--- config.mk ---
export PLATFORM = sky130hd
export DESIGN_NAME = okvt_store
export DESIGN_NICKNAME = d
export VERILOG_FILES = /design/src/hdl/okvt_pkg.sv /design/src/hdl/okvt_store.sv
export SDC_FILE = /design/constraint.sdc
export NUM_CORES = 2
export LEC_CHECK = 0
export BUFFER_PORTS_ARGS = -buffer_cell sky130_fd_sc_hd__buf_2
export CORE_MARGIN = 2
export CORE_UTILIZATION = 45
export DETAILED_ROUTE_END_ITERATION = 6
export SYNTH_ARGS = -nofsm -noshare
export SYNTH_HDL_FRONTEND = slang
export SYNTH_SLANG_ARGS = --single-unit
--- constraint.sdc ---
create_clock -name clk_i -period 8.9 [get_ports clk_i]
set_clock_uncertainty 0.05 [all_clocks]
set_input_delay 1.335 -clock clk_i [delete_from_list [all_inputs] [get_ports clk_i]]
set_output_delay 1.335 -clock clk_i [all_outputs]
set_load 0.02 [all_outputs]
--- src/hdl/okvt_pkg.sv ---
// ----------------------------------------------------------------------------
// okvt_pkg
// Shared types and constants of the ordered key-value table.
// ----------------------------------------------------------------------------
package okvt_pkg;

  // Default sizes of the table.
  localparam int unsigned DEPTH_DEF      = 64;
  localparam int unsigned KEY_BITS_DEF   = 32;
  localparam int unsigned VALUE_BITS_DEF = 32;

  // Fixed widths of the item fields on the ports.
  localparam int unsigned CMD_W   = 2;
  localparam int unsigned KEY_W   = 32;
  localparam int unsigned VALUE_W = 32;
  localparam int unsigned POS_W   = 6;
  localparam int unsigned COUNT_W = 7;

  typedef enum logic [CMD_W-1:0] {
    CMD_PUT     = 2'd0,
    CMD_ERASE   = 2'd1,
    CMD_GET_KEY = 2'd2,
    CMD_GET_POS = 2'd3
  } cmd_e;

  // Access strobes of the entry memory.
  typedef struct packed {
    logic wr_en;
    logic rd_en;
  } mem_ctl_t;

endpackage

--- src/hdl/okvt_store.sv ---
// ----------------------------------------------------------------------------
// okvt_store
// Entry memory: one write port and one read port with registered read data.
// ----------------------------------------------------------------------------
module okvt_store #(
  parameter int unsigned DEPTH = okvt_pkg::DEPTH_DEF,
  parameter int unsigned WIDTH = okvt_pkg::KEY_BITS_DEF + okvt_pkg::VALUE_BITS_DEF
) (
  input  logic                     clk_i,
  input  okvt_pkg::mem_ctl_t       ctl_i,
  input  logic [$clog2(DEPTH)-1:0] waddr_i,
  input  logic [WIDTH-1:0]         wdata_i,
  input  logic [$clog2(DEPTH)-1:0] raddr_i,
  output logic [WIDTH-1:0]         rdata_o
);

  logic [WIDTH-1:0] mem [DEPTH];
  logic [WIDTH-1:0] rdata_q;

  always_ff @(posedge clk_i) begin
    if (ctl_i.wr_en) begin
      mem[waddr_i] <= wdata_i;
    end
    if (ctl_i.rd_en) begin
      rdata_q <= mem[raddr_i];
    end
  end

  assign rdata_o = rdata_q;

endmodule

# Word-level counts from Yosys, hierarchy flattened
# Memory sizes are Yosys's and may differ from the RTL's. A register that Yosys moved wholly into a read port is not among the register bits.
# Index checks and enable logic that the tools add are counted.
[word_totals]
regBits = 0
ramBits = 4096
input_bits = 79
word_cells = 3
mem_count = 1
[op_classes]
mux = 2
[memory_table]
columns = ["name", "words", "word_bits", "read_ports", "rd_ports_with_merged_regs", "write_ports", "line", "rtl"]
rows = [
  ["mem", 64, 64, 1, 1, 1, "okvt_store.sv:17", "logic [WIDTH-1:0] mem [DEPTH];"],
]
[op_table]
columns = ["op", "count"]
rows = [
  ["$mux W1", 2],
]

# Depth between registers and ports, before layout
[depth]
ltp_word = 2
ltp_mapped = 9
depth_no_buf = 5

# Least setup slack after synthesis
# No wires, ideal clock.
[synth_timing]
path_type = "input to register"
start = "input waddr_i[3]"
end = "memory mem[48][0] (netlist name), enable pin"
setup_ns = 0.564
arrival_time_ns = 6.207
t_required_ns = 8.286
path_slack_ns = 2.079
stages = 4
path_buffers = 1
cell_sequence = "clkbuf_1 -> nor2b_1 -> nand4b_1 -> nor3_1"
[synth_rtl]
columns = ["element", "line", "rtl"]
rows = [
  ["start: declaration", "okvt_store.sv:11", "input logic [$clog2(DEPTH)-1:0] waddr_i,"],
  ["end: declaration", "okvt_store.sv:17", ""],
]
# Straight into the memory's write port.

==> impl_metrics.toml <==
[die]
floorplan.initialDensity_pct = 45.3
die-area_um2 = 354000
die_h_um = 595
placeableCoreArea_um2 = 347000
row_count = 216
ios = 143
floorplan.die.width_um = 595

[clocking]
worst_skew_pair.late_latency_ps = 970
worst_setup_hold_path_clk_slew_ps = 60
clock_sinks = 4160
cts-buffers-inserted = 411
cts.hold.buffers_added = 0
cts_resized = 0
post-cts-setup-buffer-count = 0
tritoncts = "built"
cts_max_path_buffers = 4
cts_htree_levels = 5
cts-root-buf = "clkbuf_16"

[layout]
layout.cell_area.non_filler_um2 = 177000
post_layout_nonfiller_instances = 11900
layout_overhead_on_the_synthesized_area_pct = 13.0
final_layout_size_suffix_gt1_share_pct = 27.9
fin_util_pct = 51.2
num-nets-final = 7064
layout.filler_cells = 26700

[power]
power.share.combinational_pct = 4.5
clock_group_share_of_total_power_pct = 42.2
seq_power_share_pct = 53.3
power_density_nw_per_um2 = 231
power_leakage_nw = 54.9
p_int_mw = 32.3
power_total_mw = 40.9
p_switching_mw = 8.66
worst_vdd_drop_mv = 0.233
switching_share_pct = 21.2

[synth]
commonest_register_cell_after_synthesis = "edfxtp_1"
yosys_warnings = 0
synth_edf_count = 4160
portion_of_the_post_synthesis_area_used_by_sequential_elements_pct = 79.6
synth.area.top_cells = "edfxtp_1, mux4_2, mux2i_1"
asyncSetResetFlopFracSynth_pct = 0
ys_types = 32
syn-num-nets = 6677
synth_area_um2 = 157000
post_synth_inst_count = 6598
most_common_cell_in_the_netlist = "edfxtp_1"
post_synth_most_frequent_cells = "edfxtp_1, mux4_2, buf_2"
syn_avg_cell_area_um2 = 23.8
synth_largest_type_area_fraction_pct = 79.6
yosys_register_bits = 4160
netlist.top_cell.by_area = "edfxtp_1"

[route]
routed-via-count = 76500
via_per_inst = 6.41
drt-pass1-iter-count = 5
dr.first_iter.drc_count = 11100
postRouteWirelength_um = 444000
ant_nets = 0
final_routed_wire_length_divided_by_cell_count_um = 37.2
route.detailed.drc = 0

[worst_setup_path]
crit_path_max_fanout = 84
setup.worst_path.start_class = "primary input"
critPathArrivalTime_ps = 4850
timing_worst_setup_path_type = "primary input to register"
critical_path_required_ps = 9530
regToRegSetupSlack_ps = 6630
endpoint_kind = "register"

[timing]
timing.final.crit_share_pct = 47.3
finalCriticalPeriod_ps = 4210
fin_worst_hold_slack_ps = 856
grt_setup_unrepaired = "false"
tightest_slew_ps = 1290
maxClockFrequency_ghz = 0.237
fin_setup_tns_ps = 0
slew_viol_final = 0
max_slew_margin_pct = 14.3
number_of_hold_slack_violations_in_the_final_timing_report = 0
timing.final.setup_violations = 0
final.setup.worst_slack_ps = 4690

[place]
post_detailed_placement_cell_area_um2 = 164000
buffer_ports.inserted = 142
detailedPlace.worstSlack_ps = 3800
place_hpwl_um = 232000
dp.cells = 11200
gp_routability_congestion = 0.767

[outcome]
status = "completed"

[grt]
largest_net_degree_at_the_start_of_global_routing = 135
groute.usage.overall_pct = 24.9
grt_overflow_total = 0
first_pass_grt_wire_length_um = 615000
vias_in_the_first_global_route = 76300
number_of_antenna_violations_at_the_first_check_in_global_routing = 34

[flow_run]
drv.max_cap_violation_count = 0

[min_path]
hp-class = "register to register"
-- sequential cells by signal, summed over array words and instances, names as in the netlist --
name and cells:
mem 4096, rdata_o 64
-- critical path, stage by stage --
cell and delay, ps:
buf_8 500, and2_4 780, buf_4 810, a22oi_1 230
and3_1 270, a211oi_1 490
-- cells by family (layout without fill, tap and decap cells) --
| logic type | Yosys count | in the layout | share of synthesized area, % |
|---|---|---|---|
| other | 0 | 24 | 0 |
| flip-flops | 4160 | 4160 | 79.6 |
| AO/OA/AOI/OAI | 504 | 504 | 2.47 |
| AND/OR/NAND/NOR | 386 | 386 | 1.23 |
| buffers and inverters | 389 | 1119 | 1.18 |
| multiplexers | 1159 | 1159 | 15.6 |
-- worst paths after layout --
path,end,cells after the start,start
max reg2reg,rdata_o[46]$_DFFE_PP_,5,mem[13][46]$_DFFE_PP_
min,rdata_o[2]$_DFFE_PP_,4,mem[55][2]$_DFFE_PP_
max,rdata_o[56]$_DFFE_PP_,6,raddr_i[2]
min reg2reg,rdata_o[2]$_DFFE_PP_,4,mem[55][2]$_DFFE_PP_
-- metal layers --
metal | track usage, % | up-vias | share of wire, %
met3 | 3.89 | 724 | 9.0
met2 | 40.1 | 4199 | 48
li1 | - | 29400 | -
met4 | 7.98 | 8 | 3.3
met1 | 35.2 | 42200 | 39
met5 | 0 | - | 0.010
-- power by group through the flow --
| stage | registers [mW] | logic, mW | clock network, mW |
|---|---|---|---|
| floorplan | 22.2 | 1.01 | 0 |
| global placement | 22.2 | 1.82 | 0 |
| detailed placement | 22.2 | 1.85 | 0 |
| CTS | 21.8 | 1.85 | 17.5 |
| global route | 21.8 | 1.95 | 18.2 |
| finish | 21.8 | 1.84 | 17.3 |
-- final cells by class --
| cell class | count | area (um2) | area share, % |
|---|---|---|---|
| timing repair buffer | 344 | 2580 | 1.45 |
| clock inverter | 266 | 2550 | 1.44 |
| sequential | 4160 | 125000 | 70.4 |
| antenna | 24 | 60.1 | 0.0339 |
| multi-input combinational | 2049 | 30800 | 17.4 |
| inverter | 19 | 71.3 | 0.0402 |
| clock buffer | 490 | 10700 | 6.04 |
| tap | 4578 | 5730 | 3.23 |
-- cells in the final DEF, fill, tap and decap left out, types with 26 or more instances in the layout --
| cell type | Yosys | routed |
|---|---|---|
| buf_4 | 34 | 178 |
| nor2_1 | 112 | 47 |
| clkinv_2 | 0 | 72 |
| buf_2 | 170 | 138 |
| o221ai_1 | 38 | 38 |
| nand2_1 | 58 | 55 |
| bufinv_16 | 0 | 44 |
| nor2_4 | 0 | 65 |
| nand3_1 | 45 | 45 |
| clkbuf_1 | 140 | 73 |
| a22oi_1 | 168 | 168 |
| and3_1 | 64 | 64 |
| or2_2 | 28 | 28 |
| clkinv_1 | 0 | 116 |
| or3_1 | 29 | 29 |
| a211oi_1 | 63 | 63 |
| o22ai_1 | 83 | 83 |
| clkbuf_16 | 0 | 417 |
| a41oi_1 | 26 | 26 |
| a22o_1 | 88 | 88 |
| mux4_2 | 1024 | 1024 |
| mux2i_1 | 135 | 135 |
| edfxtp_1 | 4160 | 4160 |
| buf_12 | 0 | 26 |
(Power assumes the default switching activity.)
